File: src/hw/rtl/rsig_pkg.sv
// Package for the relay signal table: sizes, codes, entry and transaction types.
// Used by rsig_table and relay_signal_table; no dependencies.
`default_nettype none

package rsig_pkg;

  localparam int unsigned TABLE_ENTRIES = 16;
  localparam int unsigned IDX_W         = $clog2(TABLE_ENTRIES);
  localparam int unsigned CNT_W         = $clog2(TABLE_ENTRIES + 1);

  localparam int unsigned ADDR_W   = 16;
  localparam int unsigned STR_W    = 16;
  localparam int unsigned TIME_W   = 48;
  localparam int unsigned WINDOW_W = 32;
  localparam int unsigned CFG_W    = 32;
  localparam int unsigned CFG_IDX_W = 1;

  localparam int unsigned MS_PER_MINUTE = 60000;
  localparam logic [WINDOW_W-1:0] WINDOW_RESET = WINDOW_W'(MS_PER_MINUTE * 15);
  localparam logic [ADDR_W-1:0] EMPTY_RESET = '0;
  localparam logic signed [STR_W-1:0] STRENGTH_RESET = -16'sd200;

  typedef enum logic [CFG_IDX_W-1:0] {
    CFG_WINDOW = 1'b0,
    CFG_EMPTY  = 1'b1
  } cfg_reg_e;

  typedef enum logic {
    FUNC_UPDATE    = 1'b0,
    FUNC_RECOMMEND = 1'b1
  } func_e;

  typedef struct packed {
    logic [ADDR_W-1:0]        address;
    logic signed [STR_W-1:0]  strength;
    logic [TIME_W-1:0]        stamp;
  } rsig_entry_t;

  typedef struct packed {
    logic              en;
    logic [IDX_W-1:0]  idx;
    rsig_entry_t       entry;
  } rsig_wr_t;

  typedef struct packed {
    logic                     func;
    logic [ADDR_W-1:0]        relay_address;
    logic signed [STR_W-1:0]  signal_strength;
    logic [TIME_W-1:0]        now_ms;
  } rsig_in_t;

  typedef struct packed {
    logic [ADDR_W-1:0] best_address;
    logic              best_found;
    logic              update_dropped;
  } rsig_out_t;

endpackage

`default_nettype wire

File: src/hw/rtl/rsig_table.sv
// Relay entry store: one synchronous memory with registered read and per-entry valid bits.
// Depends on rsig_pkg. An entry never written reads as the reset entry.
`default_nettype none

module rsig_table (
  input  wire logic                 clk_i,
  input  wire logic                 rst_ni,
  input  wire logic [rsig_pkg::IDX_W-1:0] rd_idx_i,
  output rsig_pkg::rsig_entry_t     rd_entry_o,
  input  wire rsig_pkg::rsig_wr_t   wr_i
);
  import rsig_pkg::*;

  rsig_entry_t mem [TABLE_ENTRIES];
  logic [TABLE_ENTRIES-1:0] vld_q;
  rsig_entry_t rd_data_q;
  logic rd_vld_q;

  always_ff @(posedge clk_i) begin
    if (wr_i.en) begin
      mem[wr_i.idx] <= wr_i.entry;
    end
    rd_data_q <= mem[rd_idx_i];
  end

  always_ff @(posedge clk_i or negedge rst_ni) begin
    if (!rst_ni) begin
      vld_q    <= '0;
      rd_vld_q <= 1'b0;
    end else begin
      if (wr_i.en) begin
        vld_q[wr_i.idx] <= 1'b1;
      end
      rd_vld_q <= vld_q[rd_idx_i];
    end
  end

  always_comb begin
    if (rd_vld_q) begin
      rd_entry_o = rd_data_q;
    end else begin
      rd_entry_o.address  = EMPTY_RESET;
      rd_entry_o.strength = STRENGTH_RESET;
      rd_entry_o.stamp    = '0;
    end
  end

`ifndef NO_ASSERTIONS
  a_wr_sets_valid: assert property (@(posedge clk_i) disable iff (!rst_ni)
    wr_i.en |=> vld_q[$past(wr_i.idx)])
    else $error("written entry not marked valid");

  a_valid_sticky: assert property (@(posedge clk_i) disable iff (!rst_ni)
    $countones(vld_q) >= $past($countones(vld_q)))
    else $error("entry valid bit dropped");

  a_rd_valid_tracks: assert property (@(posedge clk_i) disable iff (!rst_ni)
    rd_vld_q == $past(vld_q[rd_idx_i]))
    else $error("read valid does not follow the addressed entry");
`endif

endmodule

`default_nettype wire

File: src/hw/rtl/relay_signal_table.sv
// Relay signal table top level: transaction sequencer over the entry store.
// Depends on rsig_pkg and rsig_table.
//
//   channel  | handshake                  | payload
//   ---------+----------------------------+------------------------
//   in       | in_valid_i / in_ready_o    | in_data_i  (rsig_in_t)
//   out      | out_valid_o / out_ready_i  | out_data_o (rsig_out_t)
//   cfg      | cfg_we_i                   | cfg_idx_i, cfg_data_i
//
// From accept to result: one store read per entry, then the registered read of the last entry,
// then the end of the walk, then the write-back and the load of the output register; the state
// then returns to idle, and only there is the next transaction accepted.
// Reset clears all entries to the empty address, strength -200, time zero, at once.
// The next transaction is accepted while a result waits in the output register;
// a finished transaction holds until the output register is free.
`default_nettype none

module relay_signal_table (
  input  wire logic                            clk_i,
  input  wire logic                            rst_ni,
  input  wire logic                            in_valid_i,
  output logic                                 in_ready_o,
  input  wire rsig_pkg::rsig_in_t              in_data_i,
  output logic                                 out_valid_o,
  input  wire logic                            out_ready_i,
  output rsig_pkg::rsig_out_t                  out_data_o,
  input  wire logic                            cfg_we_i,
  input  wire logic [rsig_pkg::CFG_IDX_W-1:0]  cfg_idx_i,
  input  wire logic [rsig_pkg::CFG_W-1:0]      cfg_data_i
);
  import rsig_pkg::*;

  typedef enum logic [2:0] {
    ST_IDLE = 3'b001,
    ST_WALK = 3'b010,
    ST_DONE = 3'b100
  } state_e;

  state_e state_q, state_d;

  logic [WINDOW_W-1:0] window_q;
  logic [ADDR_W-1:0]   empty_q;

  rsig_in_t            req_q;
  logic [CNT_W-1:0]    rd_cnt_q;
  logic                pend_q;
  logic [IDX_W-1:0]    pend_idx_q;
  logic                hit_found_q;
  logic [IDX_W-1:0]    hit_idx_q;
  logic                best_found_q;
  logic [ADDR_W-1:0]   best_addr_q;
  logic signed [STR_W-1:0] best_str_q;
  logic                out_valid_q;
  rsig_out_t           out_q, out_d;

  rsig_entry_t         rd_entry;
  rsig_wr_t            wr;
  logic [IDX_W-1:0]    rd_idx;
  logic                in_fire;
  logic                out_free;
  logic                issue;
  logic                hit;
  logic                elig;
  logic [TIME_W:0]     limit;

  rsig_table u_table (
    .clk_i      (clk_i),
    .rst_ni     (rst_ni),
    .rd_idx_i   (rd_idx),
    .rd_entry_o (rd_entry),
    .wr_i       (wr)
  );

  assign in_ready_o  = (state_q == ST_IDLE);
  assign in_fire     = in_valid_i && in_ready_o;
  assign out_free    = !out_valid_q || out_ready_i;
  assign out_valid_o = out_valid_q;
  assign out_data_o  = out_q;

  assign issue  = (state_q == ST_WALK) && (rd_cnt_q < CNT_W'(TABLE_ENTRIES));
  assign rd_idx = rd_cnt_q[IDX_W-1:0];

  assign hit   = (rd_entry.address == req_q.relay_address) || (rd_entry.address == empty_q);
  assign limit = {1'b0, rd_entry.stamp} + (TIME_W + 1)'(window_q);
  assign elig  = (rd_entry.address != empty_q) && (limit > {1'b0, req_q.now_ms});

  always_comb begin
    wr.en             = (state_q == ST_DONE) && out_free &&
                        (req_q.func == FUNC_UPDATE) && hit_found_q;
    wr.idx            = hit_idx_q;
    wr.entry.address  = req_q.relay_address;
    wr.entry.strength = req_q.signal_strength;
    wr.entry.stamp    = req_q.now_ms;
  end

  always_comb begin
    out_d = '0;
    if (req_q.func == FUNC_UPDATE) begin
      out_d.update_dropped = !hit_found_q;
    end else begin
      out_d.best_found   = best_found_q;
      out_d.best_address = best_found_q ? best_addr_q : '0;
    end
  end

  always_comb begin
    state_d = state_q;
    case (state_q)
      ST_IDLE: begin
        if (in_fire) begin
          state_d = ST_WALK;
        end
      end
      ST_WALK: begin
        if (!issue && !pend_q) begin
          state_d = ST_DONE;
        end
      end
      ST_DONE: begin
        if (out_free) begin
          state_d = ST_IDLE;
        end
      end
      default: state_d = ST_IDLE;
    endcase
  end

  always_ff @(posedge clk_i or negedge rst_ni) begin
    if (!rst_ni) begin
      state_q      <= ST_IDLE;
      window_q     <= WINDOW_RESET;
      empty_q      <= EMPTY_RESET;
      rd_cnt_q     <= '0;
      pend_q       <= 1'b0;
      hit_found_q  <= 1'b0;
      best_found_q <= 1'b0;
      out_valid_q  <= 1'b0;
    end else begin
      state_q <= state_d;
      if (cfg_we_i) begin
        case (cfg_reg_e'(cfg_idx_i))
          CFG_WINDOW: window_q <= cfg_data_i[WINDOW_W-1:0];
          CFG_EMPTY:  empty_q  <= cfg_data_i[ADDR_W-1:0];
          default: ;
        endcase
      end
      pend_q <= issue;
      if (in_fire) begin
        rd_cnt_q     <= '0;
        hit_found_q  <= 1'b0;
        best_found_q <= 1'b0;
      end else if (issue) begin
        rd_cnt_q <= rd_cnt_q + CNT_W'(1);
      end
      if (pend_q) begin
        if (req_q.func == FUNC_UPDATE) begin
          if (hit && !hit_found_q) begin
            hit_found_q <= 1'b1;
          end
        end else if (elig && (!best_found_q || (rd_entry.strength > best_str_q))) begin
          best_found_q <= 1'b1;
        end
      end
      if ((state_q == ST_DONE) && out_free) begin
        out_valid_q <= 1'b1;
      end else if (out_ready_i) begin
        out_valid_q <= 1'b0;
      end
    end
  end

  always_ff @(posedge clk_i) begin
    if (in_fire) begin
      req_q <= in_data_i;
    end
    if (issue) begin
      pend_idx_q <= rd_idx;
    end
    if (pend_q) begin
      if (req_q.func == FUNC_UPDATE) begin
        if (hit && !hit_found_q) begin
          hit_idx_q <= pend_idx_q;
        end
      end else if (elig && (!best_found_q || (rd_entry.strength > best_str_q))) begin
        best_addr_q <= rd_entry.address;
        best_str_q  <= rd_entry.strength;
      end
    end
    if ((state_q == ST_DONE) && out_free) begin
      out_q <= out_d;
    end
  end

`ifndef NO_ASSERTIONS
  a_accept_starts_walk: assert property (@(posedge clk_i) disable iff (!rst_ni)
    in_fire |=> (state_q == ST_WALK) && (rd_cnt_q == '0) && !pend_q)
    else $error("accepted transaction did not start a walk");

  a_write_only_update: assert property (@(posedge clk_i) disable iff (!rst_ni)
    wr.en |-> (state_q == ST_DONE) && (req_q.func == FUNC_UPDATE))
    else $error("table written outside an update");

  a_result_flags: assert property (@(posedge clk_i) disable iff (!rst_ni)
    out_valid_o |-> !(out_data_o.best_found && out_data_o.update_dropped))
    else $error("result flags both set");

  a_no_best_zero: assert property (@(posedge clk_i) disable iff (!rst_ni)
    (out_valid_o && !out_data_o.best_found) |-> (out_data_o.best_address == '0))
    else $error("address reported without a fresh entry");

  a_walk_complete: assert property (@(posedge clk_i) disable iff (!rst_ni)
    ((state_q == ST_WALK) && (state_d == ST_DONE)) |-> (rd_cnt_q == CNT_W'(TABLE_ENTRIES)))
    else $error("walk ended before all entries were read");
`endif

endmodule

`default_nettype wire
File: config.mk
export PLATFORM = sky130hd
export DESIGN_NAME = relay_signal_table
export DESIGN_NICKNAME = d
export VERILOG_FILES = /design/src/hw/rtl/rsig_pkg.sv /design/src/hw/rtl/rsig_table.sv /design/src/hw/rtl/relay_signal_table.sv
export SDC_FILE = /design/constraint.sdc
export NUM_CORES = 2
export LEC_CHECK = 0
export BUFFER_PORTS_ARGS = -buffer_cell sky130_fd_sc_hd__buf_4
export CAP_MARGIN = 20
export CORE_UTILIZATION = 35
export CTS_BUF_LIST = sky130_fd_sc_hd__clkbuf_8
export DETAILED_ROUTE_END_ITERATION = 10
export PLACE_DENSITY_LB_ADDON = 0.12
export SLEW_MARGIN = 15
export SYNTH_ARGS = -nofsm -noshare
export SYNTH_HDL_FRONTEND = slang
export SYNTH_SLANG_ARGS = --single-unit
export TNS_END_PERCENT = 20
File: constraint.sdc
create_clock -name clk_i -period 22.8 [get_ports clk_i]
set_clock_uncertainty 0.2 [all_clocks]
set_input_delay 1.14 -clock clk_i [delete_from_list [all_inputs] [get_ports clk_i]]
set_output_delay 1.14 -clock clk_i [all_outputs]
set_load 0.005 [all_outputs]
==> key figures <==
Die
  • Starting density of the core: 0.353
  • Die W: 422 µm
  • Die Y: 422 µm
  • Top-Level Pins: 139
  • Placeable Area: 174000 µm²
  • Std-Cell Rows: 153
  • Die area: 178000 µm²

Clocking
  • Post-CTS Resized: 0
  • TritonCTS buffer count: 286
  • CTS Sinks: 1576
  • H-tree level count: 5
  • CTS tree: yes
  • Clock transition at path regs: 0.06 ns
  • Root Driver: clkbuf_8
  • Clk buf depth: 4
  • Clock Latency Late Sink: 0.98 ns

Power and ir drop
  • P per Cell Area: 98.7 nW/µm²
  • Peak supply drop: 0.0000806 V
  • Leak: 23.5 nW
  • Power, Total: 7.01 mW

Layout
  • Fin nets: 3540
  • Final non-filler cell total: 5854
  • Layout cells sized above 1: 0.301
  • Number of fill cells: 15400
  • Layout area overhead: 15.3%

Timing
  • Worst-margin pin slew: 1.25 ns
  • Fin crit share: 0.314
  • Max Clk Rate: 0.140 GHz
  • Worst rel slew slack: 0.166
  • Fin. max-slew vios: 0
  • Final Hold Viols: 0
  • Unrepaired setup endpoints after global routing: false
  • Final setup violation count: 0
  • Final min period: 7.15 ns
  • Setup Total Neg Slack: 0 ns

Yosys
  • Synth top area share: 0.692
  • Yosys warns: 0
  • Synthesized Nets: 3167
  • Synth Instances: 2950
  • FFs w/ async S/R, synth: 0.0489
  • Post-synth EDFFs: 1419
  • Yosys reg bits: 1576
  • Area leader, netlist: edfxtp_1
  • Synth cell types: 72
  • Cell Area, Synth: 61600 µm²
  • Synth top area cells: edfxtp_1 (69%), mux4_2 (15%), dfrtp_1 (2.6%)
  • Main synth FF type: edfxtp_1
  • Register area share after synthesis: 0.749
  • Syn_area_per_cell: 20.9 µm²

Global route
  • Initial antenna violation count: 6
  • Largest net degree at the start of global routing: 138
  • Grt total ovfl: 0
  • First-pass GRT wire length: 233000 µm
  • Vias in the first global route: 32600
  • GRT Overall Usage: 0.183

Route
  • TritonRoute pass-1 iters: 5
  • Via/cell ratio: 5.18
  • Post-route ant nets: 0
  • DRC Markers: 0
  • Via count: 30300
  • 1st-iter DRT viols: 2402
  • Routed wire length: 163000 µm
  • Avg WL per Cell: 27.8 µm

Critical path
  • Worst Setup SP: u_table.rd_vld_q
  • Worst setup SP type: flop
  • CP max FO: 59
  • R2R depth: 20
  • Critical path class: reg2reg
  • CP required: 23.28 ns
  • Reg-to-reg setup timing slack: 15.65 ns
  • FF-to-FF Start: u_table.rd_vld_q
  • Critical path arrival: 7.63 ns
  • R2r endpoint: best_addr_q[12]
  • CP endpoint kind: flop

Placement
  • GPL Wtd Cong: 0.836
  • Post-DP HPWL: 86300 µm
  • Port Buffers: 138
  • Dpl cells: 5345

Min path
  • Min-Delay Path Class: in2reg
  • Hold path endpoint: req_q[17]
  • Hold depth: 1
  • Min-delay src: in_data_i[17]

Outcome
  • Run status: completed

Flow run
  • MaxCap Viol Count: 0
-- what timing repair did --
item / 4_1_cts / 5_1_grt
hold buffers: 13 / 0
setup buffers: 0 / 0
endpoints found under the hold margin: 43 / 0
-- placed cells by master (no fill, tap or decap), types with 13 or more instances in the layout --
| master | instances |
|---|---|
| inv_1 | 185 |
| nand2b_1 | 22 |
| clkbuf_8 | 313 |
| dfxtp_1 | 80 |
| nand3_1 | 36 |
| nor2_1 | 56 |
| clkinv_1 | 32 |
| edfxtp_1 | 1419 |
| nor2_4 | 13 |
| clkinv_2 | 27 |
| dlygate4sd3_1 | 13 |
| or2_2 | 18 |
| ha_1 | 97 |
| o21ai_0 | 44 |
| xnor2_1 | 44 |
| mux4_2 | 405 |
| nand2_1 | 67 |
| a21o_1 | 14 |
| mux2_2 | 48 |
| a21oi_1 | 60 |
| and3_1 | 25 |
| buf_4 | 183 |
| nand4_1 | 16 |
| dfrtp_1 | 60 |
| and2_1 | 53 |
-- metal layers --
metal	vias up	share of wire	GRT usage
met2	811	0.49	0.301
li1	12900	-	-
met5	-	0	0
met4	0	0.017	0.0455
met1	16400	0.44	0.250
met3	227	0.045	0.0341
-- synthesized netlist by cell type, types with 48 or more instances --
cell,count
edfxtp_1,1419
a21oi_1,60
nand2_1,67
mux4_2,405
inv_1,81
clkbuf_1,84
nor2_1,69
and2_1,53
dfxtp_1,80
ha_1,97
mux2_2,48
dfrtp_1,65
-- worst max-delay path, cell delays in order, from the launching register on --
cell and delay (ns):
dfrtp_4 0.76, buf_4 0.55, and2_1 0.22, ha_1 0.26
nand4_1 0.20, or4_1 0.57, a21oi_1 0.25, nor3_2 0.11
nor3b_2 0.66, nor4bb_1 0.12, or3_1 0.41, ha_1 0.28
nand4_1 0.10, nor3_1 0.32, nand3_1 0.14, or4_1 0.51
mux2i_1 0.14, a221oi_1 0.06, a41oi_1 0.59, nor3_2 0.06
buf_4 0.30
-- per-stage QoR --
| stage | util | hold slack (ns) | area [µm²] | setup slack, ns |
|---|---|---|---|---|
| 2_1_floorplan | - | 0.200 | 61600 | 13.87 |
| 3_3_place_gp | 0.377 | 0.203 | 65700 | 15.66 |
| 3_5_place_dp | 0.377 | 0.210 | 65700 | 15.59 |
| 4_1_cts | 0.407 | 0.000628 | 71000 | 15.60 |
| 5_1_grt | 0.407 | 0.0278 | 71000 | 15.17 |
| 6_report | 0.407 | 0.130 | 71000 | 15.65 |
-- power by group --
group / leakage (nW) / internal, mW / switching [mW] / total (mW)
registers: 14.5 / 3.39 / 0.233 / 3.62
logic: 5.97 / 0.493 / 0.440 / 0.933
clock network: 3.05 / 1.32 / 1.14 / 2.46
total: 23.5 / 5.20 / 1.81 / 7.01
-- cells by family after synthesis --
kind of cell               after synthesis  synth area share
muxes                                  465             0.159
xor gates and xnor gates                56           0.00796
adders and majority gates               98            0.0200
AOI/OAI and AO/OA                      188            0.0193
and+or+nand+nor                        367            0.0318
DFF                                   1576             0.749
buffers and inverters                  200            0.0128
-- flip-flops by register name, summed over array words and instances, names as in the netlist, 4 cells and up --
signal	cells
empty_q	16
u_table.rd_data_q	80
req_q	81
window_q	32
u_table.vld_q	16
best_addr_q	16
rd_cnt_q	5
out_data_o	18
u_table.mem	1280
hit_idx_q	4
best_str_q	16
pend_idx_q	4
-- worst max path at each step --
stage,endpoint,slack (ns),cells past startpoint
after floorplan,u_table.vld_q[0],13.87,6
after global placement,best_addr_q[12],15.66,22
after detailed placement,best_addr_q[12],15.59,20
after CTS,best_addr_q[12],15.60,20
after global routing,best_str_q[2],15.17,21
final,best_addr_q[12],15.65,20
-- layout make-up --
| cell class | instances | area [µm²] | area share |
|---|---|---|---|
| clock inverter | 177 | 882 | 0.0124 |
| antenna | 4 | 10.0 | 0.000141 |
| multi-input combinational | 1174 | 14800 | 0.208 |
| clock buffer | 313 | 4310 | 0.0606 |
| inverter | 81 | 309 | 0.00435 |
| timing repair buffer | 204 | 1660 | 0.0234 |
| tap | 2325 | 2910 | 0.0410 |
| sequential | 1576 | 46200 | 0.650 |
Power figures use the tool's default switching activity.
